==> src/rtl/hrlp_pkg.sv <==
package hrlp_pkg;

  // Field size limits
  localparam int METHOD_MAX = 16;
  localparam int PATH_MAX   = 256;
  localparam int BODY_MAX   = 1024;

  // Special characters
  localparam logic [7:0] CH_LF = 8'h0A;
  localparam logic [7:0] CH_CR = 8'h0D;
  localparam logic [7:0] CH_SP = 8'h20;

  // Saturation points of the index and the reported length
  localparam logic [10:0] IDX_TOP = 11'd2047;
  localparam logic [9:0]  LEN_TOP = 10'd1023;

  // Field codes for store_target and closed_field
  typedef enum logic [1:0] {
    FLD_NONE   = 2'd0,
    FLD_METHOD = 2'd1,
    FLD_PATH   = 2'd2,
    FLD_BODY   = 2'd3
  } field_t;

  // Phase codes as reported on the result channel
  localparam logic [2:0] PHC_METHOD  = 3'd0;
  localparam logic [2:0] PHC_PATH    = 3'd1;
  localparam logic [2:0] PHC_VERSION = 3'd2;
  localparam logic [2:0] PHC_HEADERS = 3'd3;
  localparam logic [2:0] PHC_BODY    = 3'd4;
  localparam logic [2:0] PHC_DONE    = 3'd5;

  // One result per byte
  typedef struct packed {
    field_t      store_target;
    logic [9:0]  store_position;
    logic [7:0]  store_byte;
    field_t      closed_field;
    logic [9:0]  closed_length;
    logic        request_done;
    logic [2:0]  phase;
  } hrlp_result_t;

endpackage

==> src/rtl/hrlp_ifs.sv <==
interface hrlp_in_if;
  logic       valid;
  logic       ready;
  logic [7:0] data_byte;

  modport source (output valid, output data_byte, input ready);
  modport sink   (input valid, input data_byte, output ready);
endinterface

interface hrlp_out_if;
  logic       valid;
  logic       ready;
  logic [1:0] store_target;
  logic [9:0] store_position;
  logic [7:0] store_byte;
  logic [1:0] closed_field;
  logic [9:0] closed_length;
  logic       request_done;
  logic [2:0] phase;

  modport source (output valid, output store_target, output store_position,
                  output store_byte, output closed_field, output closed_length,
                  output request_done, output phase, input ready);
  modport sink   (input valid, input store_target, input store_position,
                  input store_byte, input closed_field, input closed_length,
                  input request_done, input phase, output ready);
endinterface

==> src/rtl/hrlp_core.sv <==
module hrlp_core #(
  parameter int METHOD_MAX = hrlp_pkg::METHOD_MAX,
  parameter int PATH_MAX   = hrlp_pkg::PATH_MAX,
  parameter int BODY_MAX   = hrlp_pkg::BODY_MAX
) (
  input  logic                 clk,
  input  logic                 rst_n,
  input  logic                 step,
  input  logic [7:0]           data_byte,
  input  logic [15:0]          body_length,
  output hrlp_pkg::hrlp_result_t res
);
  import hrlp_pkg::*;

  typedef enum logic [5:0] {
    PH_METHOD  = 6'b000001,
    PH_PATH    = 6'b000010,
    PH_VERSION = 6'b000100,
    PH_HEADERS = 6'b001000,
    PH_BODY    = 6'b010000,
    PH_DONE    = 6'b100000
  } phase_t;

  localparam logic [10:0] METHOD_LIM = 11'(METHOD_MAX);
  localparam logic [10:0] PATH_LIM   = 11'(PATH_MAX);
  localparam logic [10:0] BODY_LIM   = 11'(BODY_MAX - 1);

  phase_t      phase_r, phase_nxt;
  logic        saw_cr_r, saw_cr_nxt;
  logic        saw_line_end_r, saw_line_end_nxt;
  logic [10:0] idx_r, idx_nxt;

  logic        is_lf, is_cr, is_sp, is_mp, handled;
  logic [10:0] idx_inc, cur_lim, body_lim;
  logic [9:0]  len_cap;
  field_t      cur_fld;
  phase_t      after_sp;

  function automatic logic [9:0] cap_len(input logic [10:0] n);
    cap_len = (n > 11'(LEN_TOP)) ? LEN_TOP : n[9:0];
  endfunction

  // Decode byte and current phase
  assign is_lf    = (data_byte == CH_LF);
  assign is_cr    = (data_byte == CH_CR);
  assign is_sp    = (data_byte == CH_SP);
  assign is_mp    = (phase_r == PH_METHOD) || (phase_r == PH_PATH);
  assign cur_fld  = (phase_r == PH_METHOD) ? FLD_METHOD : FLD_PATH;
  assign cur_lim  = (phase_r == PH_METHOD) ? METHOD_LIM : PATH_LIM;
  assign after_sp = (phase_r == PH_METHOD) ? PH_PATH : PH_VERSION;
  assign idx_inc  = idx_r + 11'd1;
  assign len_cap  = cap_len(idx_r);
  assign body_lim = (body_length > 16'(BODY_LIM)) ? BODY_LIM : body_length[10:0];

  // Next state and result for one byte
  always_comb begin
    phase_nxt        = phase_r;
    saw_cr_nxt       = saw_cr_r;
    saw_line_end_nxt = saw_line_end_r;
    idx_nxt          = idx_r;
    handled          = 1'b0;
    res              = '0;
    res.store_target = FLD_NONE;
    res.closed_field = FLD_NONE;

    if (phase_r == PH_BODY) begin
      res.store_target   = FLD_BODY;
      res.store_position = idx_r[9:0];
      res.store_byte     = data_byte;
      idx_nxt            = idx_inc;
      if (idx_inc >= body_lim) begin
        res.closed_field  = FLD_BODY;
        res.closed_length = cap_len(idx_inc);
        phase_nxt         = PH_DONE;
        saw_cr_nxt        = 1'b0;
        saw_line_end_nxt  = 1'b0;
        idx_nxt           = '0;
      end
    end else if (phase_r != PH_DONE) begin
      // Line end handling
      if (is_lf && saw_cr_r) begin
        if (phase_r != PH_HEADERS) begin
          if (is_mp) begin
            res.closed_field  = cur_fld;
            res.closed_length = len_cap;
          end
          phase_nxt        = PH_HEADERS;
          saw_cr_nxt       = 1'b0;
          saw_line_end_nxt = 1'b1;
          idx_nxt          = '0;
          handled          = 1'b1;
        end else if (saw_line_end_r) begin
          if (body_length == 16'd0) begin
            res.closed_field  = FLD_BODY;
            res.closed_length = '0;
            phase_nxt         = PH_DONE;
          end else begin
            phase_nxt = PH_BODY;
          end
          saw_cr_nxt       = 1'b0;
          saw_line_end_nxt = 1'b0;
          idx_nxt          = '0;
          handled          = 1'b1;
        end else begin
          saw_line_end_nxt = 1'b1;
        end
      end else if (!is_cr) begin
        saw_line_end_nxt = 1'b0;
      end

      // Ordinary bytes: split at space, store or count
      if (!handled) begin
        saw_cr_nxt = is_cr;
        if (is_sp && is_mp) begin
          res.closed_field  = cur_fld;
          res.closed_length = len_cap;
          phase_nxt         = after_sp;
          saw_cr_nxt        = 1'b0;
          saw_line_end_nxt  = 1'b0;
          idx_nxt           = '0;
        end else if (is_mp) begin
          if (idx_r < cur_lim) begin
            res.store_target   = cur_fld;
            res.store_position = idx_r[9:0];
            res.store_byte     = data_byte;
            idx_nxt            = idx_inc;
          end
        end else if (idx_r != IDX_TOP) begin
          idx_nxt = idx_inc;
        end
      end
    end

    // Report the phase after the byte
    unique case (phase_nxt)
      PH_METHOD:  res.phase = PHC_METHOD;
      PH_PATH:    res.phase = PHC_PATH;
      PH_VERSION: res.phase = PHC_VERSION;
      PH_HEADERS: res.phase = PHC_HEADERS;
      PH_BODY:    res.phase = PHC_BODY;
      PH_DONE:    res.phase = PHC_DONE;
      default:    res.phase = PHC_DONE;
    endcase
    res.request_done = (phase_nxt == PH_DONE);
  end

  // Advance parser state on each transfer
  always_ff @(posedge clk) begin
    if (!rst_n) begin
      phase_r        <= PH_METHOD;
      saw_cr_r       <= 1'b0;
      saw_line_end_r <= 1'b0;
      idx_r          <= '0;
    end else if (step) begin
      phase_r        <= phase_nxt;
      saw_cr_r       <= saw_cr_nxt;
      saw_line_end_r <= saw_line_end_nxt;
      idx_r          <= idx_nxt;
    end
  end

`ifndef SYNTH
  a_phase_change_clears: assert property (@(posedge clk) disable iff (!rst_n)
    step && (phase_nxt != phase_r) |=> !saw_cr_r && (idx_r == '0))
    else $error("phase change left stale line state");

  a_done_sticks: assert property (@(posedge clk) disable iff (!rst_n)
    (phase_r == PH_DONE) |=> (phase_r == PH_DONE))
    else $error("parser left the done phase");

  a_body_index_range: assert property (@(posedge clk) disable iff (!rst_n)
    (phase_r == PH_BODY) |-> (idx_r < BODY_LIM))
    else $error("body index beyond its limit");
`endif

endmodule

==> src/rtl/http_request_line_parser.sv <==
// Parses an HTTP request stream one byte per transfer and sustains one byte
// per clock while the result channel is not stalled: the parser state (phase,
// CR and line-end flags, field index) is updated from the byte held in the
// input register, and the result is held in an output register, so a new
// byte is taken while an earlier result still waits. A result is registered
// in the output register once that register is free and is then transferred
// out from there. Method and path bytes and body bytes come out with their
// field position; the method and path close at a space or CR LF, the headers
// end at a blank line, and the body closes on the byte that reaches
// body_length (capped at BODY_MAX-1). After the done phase every byte yields a
// result with nothing stored or closed that reports the done phase, until reset.
// Write body_length through the configuration port only while no byte is in flight.
module http_request_line_parser #(
  parameter int METHOD_MAX = hrlp_pkg::METHOD_MAX,
  parameter int PATH_MAX   = hrlp_pkg::PATH_MAX,
  parameter int BODY_MAX   = hrlp_pkg::BODY_MAX
) (
  input  logic         clk,
  input  logic         rst_n,
  hrlp_in_if.sink      in_bus,
  hrlp_out_if.source   out_bus,
  input  logic         cfg_we,
  input  logic [15:0]  cfg_wdata
);
  import hrlp_pkg::*;

  logic         in_valid_r, in_valid_nxt;
  logic [7:0]   in_byte_r;
  logic         out_valid_r, out_valid_nxt;
  hrlp_result_t out_res_r;
  hrlp_result_t step_res;
  logic [15:0]  body_length_r;
  logic         adv;

  // Move the registered byte into the output stage when it is free
  assign adv          = in_valid_r && (!out_valid_r || out_bus.ready);
  assign in_bus.ready = !in_valid_r || adv;

  assign in_valid_nxt  = (in_bus.valid && in_bus.ready) || (in_valid_r && !adv);
  assign out_valid_nxt = adv || (out_valid_r && !out_bus.ready);

  hrlp_core #(
    .METHOD_MAX (METHOD_MAX),
    .PATH_MAX   (PATH_MAX),
    .BODY_MAX   (BODY_MAX)
  ) u_core (
    .clk         (clk),
    .rst_n       (rst_n),
    .step        (adv),
    .data_byte   (in_byte_r),
    .body_length (body_length_r),
    .res         (step_res)
  );

  // Handshake control
  always_ff @(posedge clk) begin
    if (!rst_n) begin
      in_valid_r  <= 1'b0;
      out_valid_r <= 1'b0;
    end else begin
      in_valid_r  <= in_valid_nxt;
      out_valid_r <= out_valid_nxt;
    end
  end

  // Capture input byte and result payload
  always_ff @(posedge clk) begin
    if (in_bus.valid && in_bus.ready) begin
      in_byte_r <= in_bus.data_byte;
    end
    if (adv) begin
      out_res_r <= step_res;
    end
  end

  // Configuration register
  always_ff @(posedge clk) begin
    if (!rst_n) begin
      body_length_r <= '0;
    end else if (cfg_we) begin
      body_length_r <= cfg_wdata;
    end
  end

  // Drive the result channel
  assign out_bus.valid          = out_valid_r;
  assign out_bus.store_target   = out_res_r.store_target;
  assign out_bus.store_position = out_res_r.store_position;
  assign out_bus.store_byte     = out_res_r.store_byte;
  assign out_bus.closed_field   = out_res_r.closed_field;
  assign out_bus.closed_length  = out_res_r.closed_length;
  assign out_bus.request_done   = out_res_r.request_done;
  assign out_bus.phase          = out_res_r.phase;

`ifndef SYNTH
  a_hold_pending_byte: assert property (@(posedge clk) disable iff (!rst_n)
    in_valid_r && !adv |=> in_valid_r && $stable(in_byte_r))
    else $error("pending byte lost or changed");

  a_advance_fills_output: assert property (@(posedge clk) disable iff (!rst_n)
    adv |=> out_valid_r)
    else $error("advanced byte produced no result");

  a_done_matches_phase: assert property (@(posedge clk) disable iff (!rst_n)
    out_valid_r |-> (out_res_r.request_done == (out_res_r.phase == PHC_DONE)))
    else $error("request_done disagrees with phase");
`endif

endmodule

==> src/flat_wrapper.sv <==
// flat-port wrapper written by rule: the top's interface ports become plain ports
module http_request_line_parser_flat import hrlp_pkg::*;
#(
  parameter int METHOD_MAX = hrlp_pkg::METHOD_MAX,
  parameter int PATH_MAX   = hrlp_pkg::PATH_MAX,
  parameter int BODY_MAX   = hrlp_pkg::BODY_MAX
)
  (clk, rst_n, cfg_we, cfg_wdata, in_bus_valid, in_bus_data_byte, in_bus_ready, out_bus_valid, out_bus_store_target, out_bus_store_position, out_bus_store_byte, out_bus_closed_field, out_bus_closed_length, out_bus_request_done, out_bus_phase, out_bus_ready);
  hrlp_in_if in_bus_i ();
  hrlp_out_if out_bus_i ();
  input  logic clk;
  input  logic rst_n;
  input  logic cfg_we;
  input  logic [15:0] cfg_wdata;
  input wire logic [$bits(in_bus_i.valid)-1:0] in_bus_valid;
  input wire logic [$bits(in_bus_i.data_byte)-1:0] in_bus_data_byte;
  output wire logic [$bits(in_bus_i.ready)-1:0] in_bus_ready;
  output wire logic [$bits(out_bus_i.valid)-1:0] out_bus_valid;
  output wire logic [$bits(out_bus_i.store_target)-1:0] out_bus_store_target;
  output wire logic [$bits(out_bus_i.store_position)-1:0] out_bus_store_position;
  output wire logic [$bits(out_bus_i.store_byte)-1:0] out_bus_store_byte;
  output wire logic [$bits(out_bus_i.closed_field)-1:0] out_bus_closed_field;
  output wire logic [$bits(out_bus_i.closed_length)-1:0] out_bus_closed_length;
  output wire logic [$bits(out_bus_i.request_done)-1:0] out_bus_request_done;
  output wire logic [$bits(out_bus_i.phase)-1:0] out_bus_phase;
  input wire logic [$bits(out_bus_i.ready)-1:0] out_bus_ready;
  assign in_bus_i.valid = in_bus_valid;
  assign in_bus_i.data_byte = in_bus_data_byte;
  assign in_bus_ready = in_bus_i.ready;
  assign out_bus_valid = out_bus_i.valid;
  assign out_bus_store_target = out_bus_i.store_target;
  assign out_bus_store_position = out_bus_i.store_position;
  assign out_bus_store_byte = out_bus_i.store_byte;
  assign out_bus_closed_field = out_bus_i.closed_field;
  assign out_bus_closed_length = out_bus_i.closed_length;
  assign out_bus_request_done = out_bus_i.request_done;
  assign out_bus_phase = out_bus_i.phase;
  assign out_bus_i.ready = out_bus_ready;
  http_request_line_parser #(.METHOD_MAX(METHOD_MAX), .PATH_MAX(PATH_MAX), .BODY_MAX(BODY_MAX)) u_core (.clk(clk), .rst_n(rst_n), .in_bus(in_bus_i), .out_bus(out_bus_i), .cfg_we(cfg_we), .cfg_wdata(cfg_wdata));
endmodule
==> config.mk <==
export PLATFORM = sky130hd
export DESIGN_NAME = http_request_line_parser_flat
export DESIGN_NICKNAME = d
export VERILOG_FILES = /design/src/rtl/hrlp_pkg.sv /design/src/rtl/hrlp_ifs.sv /design/src/rtl/hrlp_core.sv /design/src/rtl/http_request_line_parser.sv /design/src/flat_wrapper.sv
export SDC_FILE = /design/constraint.sdc
export NUM_CORES = 1
export LEC_CHECK = 0
export ABC_CLOCK_PERIOD_IN_PS = 11850
export BUFFER_PORTS_ARGS = -buffer_cell sky130_fd_sc_hd__buf_4
export CAP_MARGIN = 40
export CORE_UTILIZATION = 50
export DETAILED_ROUTE_END_ITERATION = 8
export MAX_ROUTING_LAYER = met4
export PLACE_DENSITY = 0.72
export SYNTH_ARGS = -nofsm -noshare
export SYNTH_HDL_FRONTEND = slang
export SYNTH_SLANG_ARGS = --single-unit
==> constraint.sdc <==
create_clock -name clk -period 11.85 [get_ports clk]
set_clock_uncertainty 0.2 [all_clocks]
set_input_delay 2.9625 -clock clk [delete_from_list [all_inputs] [get_ports clk]]
set_output_delay 2.9625 -clock clk [all_outputs]
set_load 0.005 [all_outputs]
==> metrics.yaml, run 1 <==
initial_core_util_pct: 51.3
p_leak_nw: 1.97
critPathLaunchType: "primary input"
synth_nets: 468
htree_levels: 3
drive_gt1_share_pct: 20.6
fp-row-count: 33
yosysSeqAreaShare_pct: 49.2
rsz0062_at_grt: "no"
syn_inst: 425
grt_max_degree: 39
synth_top_family_by_area: "simple AND/OR/NAND/NOR gates"
yosys_warnings: 0
nets: 529
async_flop_share_pct: 0
finalCriticalPeriod_ns: 6.69
cp_top_family: "simple AND/OR/NAND/NOR gates"
ctsLongestPathBuffers: 2
criticalPathCategory: "primary input to output pin"
crit_chain: "buf_4 > nor2b_1 > nand2_1 > buf_4"
drc: 0
maxCapViolations: 0
synthAdderAreaFrac_pct: 4.18
synth_edf_count: 44
drt-initial-drc-count: 157
cts_setup_buffers: 0
wl_mm: 8.84
ir_drop_v: 0.0000922
grt_antenna_before_repair: 0
slew_violations: 0
slew_headroom_pct: 42.1
avgSynthCellArea_um2: 9.86
grt-ovfl-total: 0
multi_input_area_um2: 2010
numCtsBuffers: 9
setup_violations: 0
wl_per_cell_um: 14.8
fmaxAchievable_ghz: 0.149
synth_xor_area_share_pct: 2.09
ys_ff_latch: 81
gp_congestion: 0.947
hp-class: "flop to flop"
clk_latency_ns: 0.34
path_clk_slew_ns: 0.08
grt_pass1_wl_mm: 14.5
finalSetupTns_ns: 0
finalHoldViolations: 0
max_stage_delay_ns: 0.22
path_buf_inv: 2
io_pins: 67
drt_pass1_iterations: 5
cts_hold_buffers: 0
yosys.area_share.simple_pct: 22.7
tritoncts: "yes"
die_y_um: 93.6
slowest_stage: "nor2b_1"
power_density_nw_per_um2: 112
synthMuxAreaShare_pct: 4.54
clkSinkCount: 81
via_per_inst: 5.54
die_area_um2: 8750
period_share_pct: 56.5
tightest_slew_ns: 0.869
synthToLayoutAreaGrowth_pct: 18.3
track_usage_pct: 21.8
place.detailed.hpwl_mm: 6.45
route.vias.total: 3303
yosysUniqueCellTypes: 55
cp.required_ns: 8.69
fill_cells: 726
arrival_ns: 3.53
diodes: 0
netlist_area_um2: 4190
synth-compound-area-share_pct: 14.4
crit_path_end_kind: "output pin"
io_buffers: 66
design.core.area_um2: 8180
die_w_um: 93.6
ctsRootBufferMaster: "clkbuf_8"
detail-route-antenna-nets: 0
synth_ff_type: "edfxtp_1"
whs_ns: 0.307
path_common_cell: "buf_4"
ctsResizeCount: 0
crit_fanout: 4
grt_pass1_vias: 3014
status: "completed"
register_area_um2: 2060
## synthesized netlist by cell type (3+ instances only)
cell,count,share of area (%)
nor2_1,62,5.6
nor4_1,8,1.2
inv_1,7,0.63
nand2b_1,10,1.5
nor4b_1,3,0.63
o311ai_0,4,0.84
o211ai_1,4,0.72
nand3_1,4,0.48
o21ai_2,3,0.63
xor2_1,3,0.63
a31oi_1,3,0.45
clkbuf_1,13,1.2
nor2b_1,6,0.90
xnor2_1,7,1.5
edfxtp_1,44,32
and2_1,23,3.4
and3_1,7,1.0
or4_1,6,1.1
and4_1,3,0.63
nor2_4,3,0.81
ha_1,14,4.2
o21ai_1,3,0.36
o21ai_0,26,3.1
dfxtp_1,37,18
nand2_1,30,2.7
a21oi_1,26,3.1
or3_1,3,0.45
a22oi_1,7,1.3
mux2i_1,19,4.5
or2_2,3,0.45
nor3_1,4,0.48
## where the power goes
group	internal [mW]	switching, mW
sequential	0.306	0.00568
clock	0.0976	0.0964
combinational	0.0233	0.0239
total	0.427	0.126
## path summary, 6_finish.rpt
kind | startpoint | end | slack, ns | cells after the start
worst max-delay path | out_bus_ready | in_bus_ready | 5.16 | 4
worst max register to register | u_core.u_core.idx_r[0] | u_core.out_bus.closed_length[7] | 7.12 | 11
worst min-delay path | u_core.body_length_r[10] | u_core.body_length_r[10] | 0.31 | 2
worst min register to register | u_core.body_length_r[10] | u_core.body_length_r[10] | 0.31 | 2
## logic make-up (layout without fill, tap and decap cells)
family / after synthesis / in the layout
AND/OR/NAND/NOR: 182 / 182
AO/OA/AOI/OAI: 92 / 92
flip-flops: 81 / 81
buffers and inverters: 26 / 92
multiplexers: 19 / 19
adder cells (fa/ha/maj): 14 / 14
XOR/XNOR: 10 / 10
other: 1 / 1
## tightest hold or removal path: stages (launching register included)
cell and delay (ns):
dfxtp_1 0.34, mux2i_1 0.07, nor2_1 0.07
## layer usage
layer	track usage, %	wire (um)	vias to the layer above
met1	29.9	4250	1525
met4	6.92	109	0
met5	-	0	-
met2	33.3	4030	101
li1	-	-	1665
met3	3.17	454	12
## area by class of cell
cell class	count	area share, %
flip-flops and latches	81	41.6
multi-input cells	318	40.6
repair buffers	68	10.7
clock buffers	11	2.65
well taps	105	2.65
clock inverters	5	1.16
inverters	8	0.606
## sequential cells by signal (all words and copies together), names as in the netlist
register / cells
u_core.out_bus.closed_field: 2
u_core.out_bus.store_target: 2
u_core.out_bus.store_position: 10
u_core.in_valid_r: 1
u_core.in_byte_r: 8
u_core.out_bus.closed_length: 10
u_core.u_core.idx_r: 11
u_core.u_core.phase_r: 6
u_core.u_core.saw_cr_r: 1
u_core.out_bus.phase: 3
u_core.out_bus.request_done: 1
u_core.u_core.saw_line_end_r: 1
u_core.out_bus.valid: 1
u_core.out_bus.store_byte: 8
u_core.body_length_r: 16
## cell usage in the layout, fill, tap and decap left out, drive strengths merged, types with 8 or more instances in the layout
cell,n
buf,68
nor2,65
edfxtp,44
dfxtp,37
o21ai,32
nand2,30
a21oi,27
and2,23
mux2i,19
ha,14
clkbuf,11
nand2b,10
nor4,8
a22oi,8
## stage by stage
step / setup slack, ns / utilization (%) / total power, mW / instances / cell area, um^2
finish: 5.16 / 60.6 / 0.553 / 596 / 4960
global route: 5.07 / 60.6 / 0.575 / 596 / 4960
CTS: 5.14 / 60.6 / 0.558 / 596 / 4960
detailed placement: 5.15 / 58.3 / 0.366 / 580 / 4770
global placement: 5.21 / 58.0 / 0.363 / 579 / 4740
floorplan: 5.46 / - / 0.343 / 425 / 4190
(Power assumes the default switching activity.)
==> run 2: changes to the inputs <==
--- a/config.mk
+++ b/config.mk
@@ -5,7 +5,7 @@
 export SDC_FILE = /design/constraint.sdc
 export NUM_CORES = 1
 export LEC_CHECK = 0
-export ABC_CLOCK_PERIOD_IN_PS = 11850
+export ABC_CLOCK_PERIOD_IN_PS = 6600
 export BUFFER_PORTS_ARGS = -buffer_cell sky130_fd_sc_hd__buf_4
 export CAP_MARGIN = 40
 export CORE_UTILIZATION = 50
==> constraint.sdc (replaced) <==
create_clock -name clk -period 6.6 [get_ports clk]
set_clock_uncertainty 0.2 [all_clocks]
set_input_delay 1.65 -clock clk [delete_from_list [all_inputs] [get_ports clk]]
set_output_delay 1.65 -clock clk [all_outputs]
set_load 0.005 [all_outputs]
==> metrics.yaml, run 2 (synthesis results as in run 1) <==
status: "completed"
critPathLaunchType: "flop"
largest_reg_flops: 16
design.core.area_um2: 8180
crit_path_end_kind: "flop"
nets: 529
period_share_pct: 70.6
maxCapViolations: 0
tritoncts: "yes"
wl_mm: 9.11
postLayoutCellArea_um2: 4930
initial_core_util_pct: 51.3
fmaxAchievable_ghz: 0.215
grt-ovfl-total: 0
path_clk_slew_ns: 0.08
grt_antenna_before_repair: 0
io_pins: 67
die_area_um2: 8750
criticalPathCategory: "flop to flop"
track_usage_pct: 23.1
ctsLongestPathBuffers: 2
timing.rr.start: "u_core.u_core.idx_r[0]"
slew_headroom_pct: 38.9
crit_fanout: 18
m1WireLength_mm: 4.38
r2r_end: "u_core.out_bus.closed_length[4]"
drc: 0
regMostFlops: "u_core.body_length_r"
htree_levels: 3
route.vias.total: 3389
mostFrequentLayoutCell: "buf_4"
slew_violations: 0
setup_violations: 0
fp-row-count: 33
rsz0062_at_grt: "no"
layout_common_cells: "67 x buf_4, 62 x nor2_1, 44 x edfxtp_1, 37 x dfxtp_1, 30 x nand2_1"
arrival_ns: 4.52
routed-wl-met2_mm: 4.08
ff2ff_path_depth: 11
finalCriticalPeriod_ns: 4.66
tightest_slew_ns: 0.917
dr_wl_met3_um: 498
grt_pass1_wl_mm: 15.1
hold_start: "u_core.body_length_r[11]"
wl_per_cell_um: 15.3
drt-initial-drc-count: 281
power_density_nw_per_um2: 194
hp-class: "flop to flop"
reg.largest.list: "u_core.body_length_r x16, u_core.u_core.idx_r x11"
p_leak_nw: 1.95
ir_drop_v: 0.000103
cts_setup_buffers: 0
ctsResizeCount: 0
io_buffers: 66
routed.top_layer: "met4"
via_per_inst: 5.69
cts_hold_buffers: 0
gp_congestion: 0.928
cp.required_ns: 6.46
diodes: 0
synthToLayoutAreaGrowth_pct: 17.6
clk_latency_ns: 0.36
hold_end: "u_core.body_length_r[11]"
numCtsBuffers: 9
reg2reg_slack_ns: 1.94
holdPathStages: 2
placed_cell_area_um2: 4770
detail-route-antenna-nets: 0
grt_pass1_vias: 3110
place.detailed.hpwl_mm: 6.57
finalHoldViolations: 0
drt_pass1_iterations: 4
die_y_um: 93.6
ctsRootBufferMaster: "clkbuf_8"
grt_max_degree: 39
die_w_um: 93.6
drive_gt1_share_pct: 20.8
clkSinkCount: 81
finalSetupTns_ns: 0
## run 2: cell types whose count changed in the layout (fill, tap and decap cells not counted), sizes merged
cell / delta
clkinvlp: +2
clkbuf: -1
bufinv: -1
## run 2: metal layers
layer	up-vias	GRT usage (%)
li1	1669	-
met1	1588	31.8
met2	120	33.9
met3	12	3.98
met4	0	9.23
met5	-	-
## run 2: layout make-up
class                   instances  area [um^2]
inverters                       8         30.0
repair buffers                 68          531
clock buffers                  10          128
fillers                       738         3240
clock inverters                 6         35.0
well taps                     105          131
multi-input cells             318         2010
flip-flops and latches         81         2060
## run 2: where the power goes
group | switching (mW) | internal, mW | leakage (nW) | total [mW]
clock network | 0.175 | 0.134 | 0.0818 | 0.309
registers | 0.00994 | 0.550 | 0.717 | 0.560
logic | 0.0441 | 0.0419 | 1.15 | 0.0860
## run 2: critical path: stages, from the launching register on
cell and delay [ns]:
dfxtp_1 0.50, ha_1 0.34, and3_1 0.33, and3_1 0.28, xor2_1 0.30, ha_1 0.30, a21oi_1 0.16, o21ai_0 0.12
a221oi_1 0.62, nand2b_1 0.62, a2bb2oi_1 0.38, o311ai_0 0.22
## run 2: worst max-delay path by stage
stage	startpoint	end	slack, ns	depth (start not counted)
floorplan	out_bus_ready	u_core.u_core.idx_r[2]	2.64	7
CTS	u_core.u_core.idx_r[0]	u_core.out_bus.closed_length[4]	1.97	11
finish	u_core.u_core.idx_r[0]	u_core.out_bus.closed_length[4]	1.94	11
global route	u_core.u_core.idx_r[0]	u_core.out_bus.closed_length[4]	1.60	11
global placement	u_core.u_core.idx_r[0]	u_core.out_bus.closed_length[4]	2.37	11
detailed placement	u_core.u_core.idx_r[0]	u_core.out_bus.closed_length[4]	2.00	11
## run 2: metrics by stage
step | utilization, % | power (mW) | hold slack [ns] | worst slack, ns | instances
after floorplan | - | 0.616 | 0.261 | 2.64 | 425
after CTS | 60.3 | 0.967 | 0.306 | 1.97 | 596
after detailed placement | 58.3 | 0.658 | 0.285 | 2.00 | 580
after global routing | 60.3 | 0.997 | 0.351 | 1.60 | 596
final | 60.3 | 0.955 | 0.297 | 1.94 | 596
after global placement | 58.0 | 0.653 | 0.273 | 2.37 | 579
